<file path="config.mk">
export PLATFORM = sky130hd
export DESIGN_NAME = lru_key_value_cache
export DESIGN_NICKNAME = d
export VERILOG_FILES = /design/src/rtl/lkvc_pkg.sv /design/src/rtl/lru_key_value_cache.sv
export SDC_FILE = /design/constraint.sdc
export NUM_CORES = 2
export LEC_CHECK = 0
export BUFFER_PORTS_ARGS = -buffer_cell sky130_fd_sc_hd__clkbuf_2
export CAP_MARGIN = 10
export CORE_MARGIN = 2
export CORE_UTILIZATION = 35
export DETAILED_ROUTE_END_ITERATION = 6
export SLEW_MARGIN = 10
export SYNTH_ARGS = -nofsm -noshare
export SYNTH_HDL_FRONTEND = slang
export SYNTH_SLANG_ARGS = --single-unit
</file>
<file path="constraint.sdc">
create_clock -name i_clk -period 8 [get_ports i_clk]
set_clock_uncertainty 0.1 [all_clocks]
set_input_delay 1.2 -clock i_clk [delete_from_list [all_inputs] [get_ports i_clk]]
set_output_delay 1.2 -clock i_clk [all_outputs]
set_load 0.01 [all_outputs]
</file>
<file path="src/rtl/lkvc_pkg.sv">
`default_nettype none
// ----------------------------------------------------------------------------
// lkvc_pkg
// Shared types and sizes for the LRU key/value cache.
// ----------------------------------------------------------------------------
package lkvc_pkg;

    localparam int MAX_ENTRIES = 16;
    localparam int IDX_W       = $clog2(MAX_ENTRIES);
    localparam int CNT_W       = $clog2(MAX_ENTRIES + 1);
    localparam int KEY_W       = 32;
    localparam int VAL_W       = 32;

    localparam logic OP_GET = 1'b0;
    localparam logic OP_PUT = 1'b1;

    typedef struct packed {
        logic                    op;
        logic signed [KEY_W-1:0] key;
        logic signed [VAL_W-1:0] value;
    } t_req;

    typedef struct packed {
        logic                    hit;
        logic signed [VAL_W-1:0] read_value;
        logic                    evicted;
        logic signed [KEY_W-1:0] evicted_key;
    } t_rsp;

endpackage
`default_nettype wire

</file>
<file path="src/rtl/lru_key_value_cache.sv">
`default_nettype none
// ----------------------------------------------------------------------------
// lru_key_value_cache
// Fully associative key/value cache with least-recently-used replacement.
// ----------------------------------------------------------------------------
// Usage:
//   Requests (get or put, key, value) enter on the i_in_valid/o_in_ready
//   channel; one response per request leaves on o_out_valid/i_out_ready.
//   A request is held in the input register; once the response register is
//   free or being taken, the parallel key compare over all entries, the
//   value/victim select and the recency-rank update run and load the response
//   register, with o_out_valid registered alongside. One transaction per cycle
//   while the receiver does not stall, set by the rank update loop.
//   When the receiver stalls, the response register holds and the input
//   register still takes one more transaction, then o_in_ready drops.
//   The capacity register is written over i_cfg_valid/o_cfg_ready (always
//   ready); a write is ignored unless the cache is empty. Values 0 and
//   above the entry count saturate to 1 and the entry count.
//   Reset (synchronous, active low) empties the cache, clears all ranks and
//   sets capacity to the full entry count; no clearing pass is needed.
// ----------------------------------------------------------------------------
module lru_key_value_cache
    import lkvc_pkg::*;
(
    input  wire logic             i_clk,
    input  wire logic             i_rst_n,
    input  wire logic             i_in_valid,
    output      logic             o_in_ready,
    input  wire t_req             i_in,
    output      logic             o_out_valid,
    input  wire logic             i_out_ready,
    output      t_rsp             o_out,
    input  wire logic             i_cfg_valid,
    output      logic             o_cfg_ready,
    input  wire logic [CNT_W-1:0] i_cfg_data
);

    logic                    r_in_valid;
    t_req                    r_req;
    logic                    r_out_valid;
    t_rsp                    r_rsp;
    logic [CNT_W-1:0]        r_cap;
    logic [CNT_W-1:0]        r_occ;
    logic [MAX_ENTRIES-1:0]  r_valid;
    logic [IDX_W-1:0]        r_rank [MAX_ENTRIES];
    logic [KEY_W-1:0]        r_key  [MAX_ENTRIES];
    logic [VAL_W-1:0]        r_val  [MAX_ENTRIES];

    logic                    w_proc;
    logic [MAX_ENTRIES-1:0]  w_match;
    logic [MAX_ENTRIES-1:0]  w_victim;
    logic [MAX_ENTRIES-1:0]  w_free;
    logic [MAX_ENTRIES-1:0]  w_promote;
    logic [MAX_ENTRIES-1:0]  w_key_we;
    logic [MAX_ENTRIES-1:0]  w_val_we;
    logic [IDX_W-1:0]        w_free_idx;
    logic [IDX_W-1:0]        w_hit_rank;
    logic [IDX_W-1:0]        w_lru_rank;
    logic [IDX_W-1:0]        w_promote_rank;
    logic [VAL_W-1:0]        w_hit_val;
    logic [KEY_W-1:0]        w_victim_key;
    logic                    w_hit;
    logic                    w_full;
    logic                    w_insert;
    logic                    w_evict;
    logic [MAX_ENTRIES-1:0]  n_valid;
    logic [IDX_W-1:0]        n_rank [MAX_ENTRIES];
    logic [CNT_W-1:0]        n_occ;
    logic [CNT_W-1:0]        n_cap;
    t_rsp                    n_rsp;

    assign w_proc      = r_in_valid && (!r_out_valid || i_out_ready);
    assign o_in_ready  = !r_in_valid || w_proc;
    assign o_out_valid = r_out_valid;
    assign o_out       = r_rsp;
    assign o_cfg_ready = 1'b1;

    // capacity clamp
    always_comb begin
        if (i_cfg_data == '0) begin
            n_cap = CNT_W'(1);
        end else if (i_cfg_data > CNT_W'(MAX_ENTRIES)) begin
            n_cap = CNT_W'(MAX_ENTRIES);
        end else begin
            n_cap = i_cfg_data;
        end
    end

    // Valid ranks form a permutation of 0..occ-1, so the LRU entry is the
    // one ranked occ-1.
    assign w_lru_rank = IDX_W'(r_occ - CNT_W'(1));
    assign w_full     = (r_occ >= r_cap);

    always_comb begin
        w_hit_rank   = '0;
        w_hit_val    = '0;
        w_victim_key = '0;
        for (int i = 0; i < MAX_ENTRIES; i++) begin
            w_match[i]  = r_valid[i] && (r_key[i] == r_req.key);
            w_victim[i] = r_valid[i] && (r_rank[i] == w_lru_rank);
            if (w_match[i]) begin
                w_hit_rank = w_hit_rank | r_rank[i];
                w_hit_val  = w_hit_val | r_val[i];
            end
            if (w_victim[i]) begin
                w_victim_key = w_victim_key | r_key[i];
            end
        end
        w_free_idx = '0;
        for (int i = MAX_ENTRIES - 1; i >= 0; i--) begin
            if (!r_valid[i]) begin
                w_free_idx = IDX_W'(i);
            end
        end
        for (int i = 0; i < MAX_ENTRIES; i++) begin
            w_free[i] = (w_free_idx == IDX_W'(i));
        end
    end

    assign w_hit          = |w_match;
    assign w_evict        = !w_hit && (r_req.op == OP_PUT) && w_full;
    assign w_insert       = !w_hit && (r_req.op == OP_PUT) && !w_full;
    assign w_promote      = w_hit ? w_match : (w_evict ? w_victim : '0);
    assign w_promote_rank = w_hit ? w_hit_rank : w_lru_rank;

    always_comb begin
        n_valid = r_valid;
        n_occ   = r_occ;
        for (int i = 0; i < MAX_ENTRIES; i++) begin
            n_rank[i]   = r_rank[i];
            w_key_we[i] = 1'b0;
            w_val_we[i] = 1'b0;
            if (w_insert) begin
                if (w_free[i]) begin
                    n_valid[i]  = 1'b1;
                    n_rank[i]   = '0;
                    w_key_we[i] = 1'b1;
                    w_val_we[i] = 1'b1;
                end else if (r_valid[i]) begin
                    n_rank[i] = r_rank[i] + IDX_W'(1);
                end
            end else if (w_promote != '0) begin
                if (w_promote[i]) begin
                    n_rank[i]   = '0;
                    w_key_we[i] = w_evict;
                    w_val_we[i] = (r_req.op == OP_PUT);
                end else if (r_valid[i] && (r_rank[i] < w_promote_rank)) begin
                    n_rank[i] = r_rank[i] + IDX_W'(1);
                end
            end
        end
        if (w_insert) begin
            n_occ = r_occ + CNT_W'(1);
        end

        n_rsp.hit         = w_hit;
        n_rsp.read_value  = (w_hit && (r_req.op == OP_GET)) ? w_hit_val : '0;
        n_rsp.evicted     = w_evict;
        n_rsp.evicted_key = w_evict ? w_victim_key : '0;
    end

    // control state
    always_ff @(posedge i_clk) begin
        if (!i_rst_n) begin
            r_in_valid  <= 1'b0;
            r_out_valid <= 1'b0;
            r_cap       <= CNT_W'(MAX_ENTRIES);
            r_occ       <= '0;
            r_valid     <= '0;
            for (int i = 0; i < MAX_ENTRIES; i++) begin
                r_rank[i] <= '0;
            end
        end else begin
            if (o_in_ready) begin
                r_in_valid <= i_in_valid;
            end
            if (w_proc) begin
                r_out_valid <= 1'b1;
            end else if (i_out_ready) begin
                r_out_valid <= 1'b0;
            end
            if (i_cfg_valid && (r_occ == '0)) begin
                r_cap <= n_cap;
            end
            if (w_proc) begin
                r_occ   <= n_occ;
                r_valid <= n_valid;
                for (int i = 0; i < MAX_ENTRIES; i++) begin
                    r_rank[i] <= n_rank[i];
                end
            end
        end
    end

    // payload and entry storage
    always_ff @(posedge i_clk) begin
        if (i_in_valid && o_in_ready) begin
            r_req <= i_in;
        end
        if (w_proc) begin
            r_rsp <= n_rsp;
            for (int i = 0; i < MAX_ENTRIES; i++) begin
                if (w_key_we[i]) begin
                    r_key[i] <= r_req.key;
                end
                if (w_val_we[i]) begin
                    r_val[i] <= r_req.value;
                end
            end
        end
    end

endmodule
`default_nettype wire

</file>
; ---- After elaboration in Yosys (flattened, before gate mapping)
; Memories as Yosys holds them, arrays and structs flattened.
; Cells that the tools add are included.
[classes]
n_lt_le_gt_ge = 18
eq_ne = 47
n_bitwise = 62
mux = 395
n_shift = 0
div_mod_pow = 0
add_sub_neg = 18
multipliers = 0
n_reduce_logical = 84
[op_table]
columns = op, n
row1 = $mux W32, 32
row2 = $or A32 B32 Y32, 30
row3 = $mux W4, 145
row4 = $eq A32 B32 Y1, 16
row5 = $mux W1, 214
row6 = $add A4 B1 Y4 const B, 16
row7 = $eq A4 B4 Y1, 16
row8 = $lt A4 B4 Y1, 16
row9 = $or A4 B4 Y4, 15
row10 = $logic_and A1 B1 Y1, 55
row11 = $reduce_and A3 Y1, 16
row12 = $eq A4 B4 Y1 const B, 8
row13 = $mux W16, 2
row14 = $eq A4 B3 Y1 const B, 4
row15 = $or A1 B1 Y1, 16
row16 = $reduce_bool A16 Y1, 1
row17 = $reduce_or A16 Y1, 1
row18 = $logic_not A5 Y1, 2
row19 = $mux W5, 2
row20 = $eq A4 B2 Y1 const B, 2
row21 = $add A5 B1 Y5 const B, 1
row22 = $ge A5 B5 Y1, 1
row23 = $gt A5 B5 Y1 const B, 1
row24 = $eq A4 B1 Y1 const B, 1
row25 = other kinds (7), 11
[totals]
rom_bits = 0
wordCells = 654
mem_bits_rw = 1088
latchBits = 0
input_bits = 75
memories = 3
ff_bits = 159
[mem_list]
columns = name, depth, width, read_ports, rd_clocked_by_memory_dff, wr, line
row1 = r_key, 16, 32, 16, 0, 16, lru_key_value_cache.sv:46  ; logic [KEY_W-1:0] r_key [MAX_ENTRIES];
row2 = r_val, 16, 32, 16, 0, 16, lru_key_value_cache.sv:47  ; logic [VAL_W-1:0] r_val [MAX_ENTRIES];
row3 = r_rank, 16, 4, 16, 0, 16, lru_key_value_cache.sv:45  ; logic [IDX_W-1:0] r_rank [MAX_ENTRIES];

; ---- Logic depth before layout (Yosys ltp)
; An unclocked memory read counts as a cell.
[logic_depth]
ltp_word = 42
ltp_mapped = 20
ltp_nobuf = 15

; ---- Worst setup path after synthesis
; Ideal clock, no wire load.
[synth_timing]
path_kind = reg2reg
from = reg r_occ[0]
to = mem r_key[4][0], in the netlist r_key[0][128], enable pin
path_buffers = 5
arrival_time_ns = 5.543
path_slack_ns = 1.926
required_time_ns = 7.468
stages_incl_launch_ff = 16
path_cell_list = dfxtp_1 buf_1 buf_1 inv_1 ha_1 clkbuf_1 xor2_1 buf_2 xor2_1 nor3_1 o21a_1 a311oi_1 o21ai_2 nand3_1 clkbuf_1 a21oi_1
[synth_lines]
columns = element, line
row1 = from (decl), lru_key_value_cache.sv:43  ; logic [CNT_W-1:0] r_occ;
row2 = from (signal assigned), lru_key_value_cache.sv:186  ; r_occ <= n_occ;
row3 = to (decl), lru_key_value_cache.sv:46

==> metrics.csv <==
metric,value,unit
cells along the critical path,buf_4 > xor2_1 > nor4_1 > nand4_1 > nor4_2 > nor4_1 > and4_1 > clkinv_4 > nor2_2 > nand2_4 > inv_2 > nand2_1 > a31oi_1 > nor2b_4 > buf_4,
Critical Path RT,8300,ps
Initial Util,35.3,%
Die Wd,404,um
Sw Ratio,24.4,%
max_cap viols,1,
clk slew on worst S/H paths,70,ps
Clock power frac,44.4,%
post-route cell area,64700,um^2
grt ovf,0,
first-pass GRT wire length,338000,um
Peak VDD IR,0.000218,V
Critical Path AT,7390,ps
Hold Crit Endpoint,r_cap[4],
DP Area,60000,um^2
GP Congestion,1.09,
worst hold stages,2,
CORE AREA,159000,um^2
Gate power share,5.9,%
count of final hold-check violations,0,
WS Path Type,flop to flop,
Critical R2R Capture,r_key[0][31],
CTS buffer count,138,
CP max FO,32,
setup violators final,0,
"Setup Fix Bufs, Post-CTS",0,
number of global-route vias before repair,36900,
Critical Path Sink Type,flop,
Detail Route Antenna Nets,0,
CP Buf/Inv Count,4,
"Slew Viols, Final",0,
CTS tree,yes,
hold crit path type,flop to flop,
worst-skew pair later-pin latency,840,ps
ys async rst share,0,%
Synth Instances,4042,
RSZ-0062 raised after global routing,false,
part of the power in registers,49.7,%
1st-iter DRT viols,7055,
"most common cell after layout, fill and taps aside",edfxtp_1,
"Warnings, synthesis",0,
Worst slew margin,1.37,%
initial antenna violation count,17,
Period minus WS final,7090,ps
Sw Pwr,3640,uW
critical path's largest stage delay,1280,ps
PortBufs,142,
most frequent cells in the layout,"edfxtp_1, a22oi_1, xnor2_1, xor2_1, nand2_1",
"flops & latches, synth",1247,
Max Root-Sink Buffers,3,
Vias,40500,
clk sink count,1247,
layout cell share with drive strength beyond 1,13.4,%
CTS root buffer,clkbuf_16,
Worst Tran Pin Value,1470,ps
Top delay family on crit path,simple AND/OR/NAND/NOR gates,
Hold Buf Count CTS,0,
crit share post-route,88.6,%
Synth Flop Type,edfxtp_1,
PD cells,231,nW/um^2
setup_tns,0,ps
P&R area growth vs syn,15.7,%
post-synth cell types,83,
die area,163000,um^2
worst hold path startpoint,r_cap[4],
failing checks,max-capacitance violations,
fillers,14600,
nets@finish,4397,
Row Count,146,
sequential area share after synthesis,66.4,%
die extent in y,404,um
drt first pass iters,6,
Leak,0.0211,uW
Total GRT Usage,30.7,%
synthesized cell area,56000,um^2
worst r2r path cells,15,
"EDFF count, synth",1219,
Ports,144,
Max Freq,0.141,GHz
pin count of the biggest net entering global routing,43,
Slowest cell on crit path,edfxtp_1,
R2R Setup Slk,910,ps
Startpoint Class,flop,
"Avg Cell Area, Syn",13.8,um^2
Synthesized Nets,4189,
Remaining DRCs,0,
Post-Route WL,256000,um
Internal,11300,uW
hpwl dp,179000,um
number of gates resized after cts,0,
R2R Path Start,r_req[36],
mean routed wirelength per cell,39.8,um
status,"complete, but fails checks",
CTS H-tree lvls,4,
Avg Vias per Cell,6.29,
## stage by stage
step | utilization, % | cells | hold slack (ps) | setup slack [ps] | total power, uW
2_1_floorplan | - | 4042 | 345 | 1930 | 7920
3_3_place_gp | 37.8 | 6180 | 366 | 1320 | 8390
3_5_place_dp | 37.8 | 6182 | 369 | 1340 | 8400
4_1_cts | 40.8 | 6424 | 380 | 1290 | 15000
5_1_grt | 40.8 | 6426 | 398 | 1010 | 15300
6_report | 40.8 | 6436 | 378 | 911 | 14900
## registers in the layout (all words and copies together), names as in the netlist
name / flops
o_out_valid: 1
r_key: 512
r_req: 65
r_in_valid: 1
r_occ: 5
r_valid: 16
o_out: 66
r_cap: 5
r_rank: 64
r_val: 512
## kinds of logic after synthesis
group | Yosys count | synth area share [%]
buffers and inverters | 276 | 2.05
muxes | 2 | 0.0358
AOI/OAI and AO/OA | 721 | 9.66
xor gates and xnor gates | 614 | 9.87
DFF | 1247 | 66.4
and+or+nand+nor | 1109 | 10.3
adders and majority gates | 72 | 1.61
other | 1 | 0.00670
## power groups by stage
stage	clock [uW]	combinational, uW	sequential (uW)
5_1_grt	6940	893	7430
4_1_cts	6700	840	7420
2_1_floorplan	0	426	7490
6_report	6620	880	7430
3_5_place_dp	0	836	7560
3_3_place_gp	0	834	7560
## cell type report
cell class | count | area, um^2 | share of cell area (%)
flip-flops and latches | 1247 | 37200 | 57.4
multi-input cells | 2519 | 18100 | 28.0
clock buffers | 164 | 3550 | 5.49
well taps | 2072 | 2590 | 4.01
repair buffers | 294 | 1930 | 2.98
clock inverters | 78 | 1160 | 1.80
inverters | 50 | 195 | 0.302
diodes | 12 | 30.0 | 0.0464
## worst max-delay path by stage
stage / depth (start not counted) / endpoint / from
2_1_floorplan: 15 / r_key[0][128] / r_occ[0]
3_3_place_gp: 16 / r_rank[1][11] / r_req[51]
3_5_place_dp: 15 / r_key[0][1] / r_req[36]
4_1_cts: 15 / r_key[0][28] / r_req[36]
5_1_grt: 15 / r_key[0][31] / r_req[36]
6_report: 15 / r_key[0][31] / r_req[36]
## worst register-to-register path: stages (launching register included)
cell      delay [ps]
edfxtp_1        1280
buf_4            360
xor2_1           460
nor4_1           150
nand4_1          170
nor4_2            80
nor4_1           690
and4_1           810
clkinv_4         280
nor2_2           230
nand2_4           70
inv_2            420
nand2_1          100
a31oi_1          510
nor2b_4          250
buf_4            650
## cell usage after synthesis (8+ instances only)
library cell  instances  share of area (%)
a21o_1               10               0.13
nor4_1              126                1.4
and3_1               18               0.20
a22oi_1             447                6.0
nor2b_1              10               0.11
xnor2_1             369                5.8
inv_1                47               0.32
nand2b_1             32               0.36
xor2_1              234                3.7
o2111ai_1             8               0.13
and2_1               14               0.16
clkbuf_1            141               0.95
or4_1                33               0.44
nor3_1               76               0.68
dfxtp_1              28                1.0
nand4_1             176                2.0
a22o_1               46               0.72
nand2_1             225                1.5
ha_1                 72                1.6
edfxtp_1           1219                 65
and4_1                8               0.13
a31oi_1              16               0.18
xnor3_1              10               0.40
a221oi_1             40               0.63
a211oi_1             15               0.20
nand4b_1             12               0.19
buf_2                69               0.62
a21oi_1              45               0.40
o21ai_0              23               0.21
buf_1                12              0.080
nand3_1             112                1.0
nor2_1              223                1.5
## layer usage
metal | wire length (um) | part of all wire [%] | vias up | GRT usage, %
li1 | - | - | 16200 | -
met1 | 107000 | 42 | 20800 | 44.1
met2 | 107000 | 42 | 2932 | 43.9
met3 | 30600 | 12 | 534 | 8.65
met4 | 11100 | 4.3 | 16 | 11.6
met5 | 107 | 0.042 | - | 0.357
(Power assumes the default switching activity.)
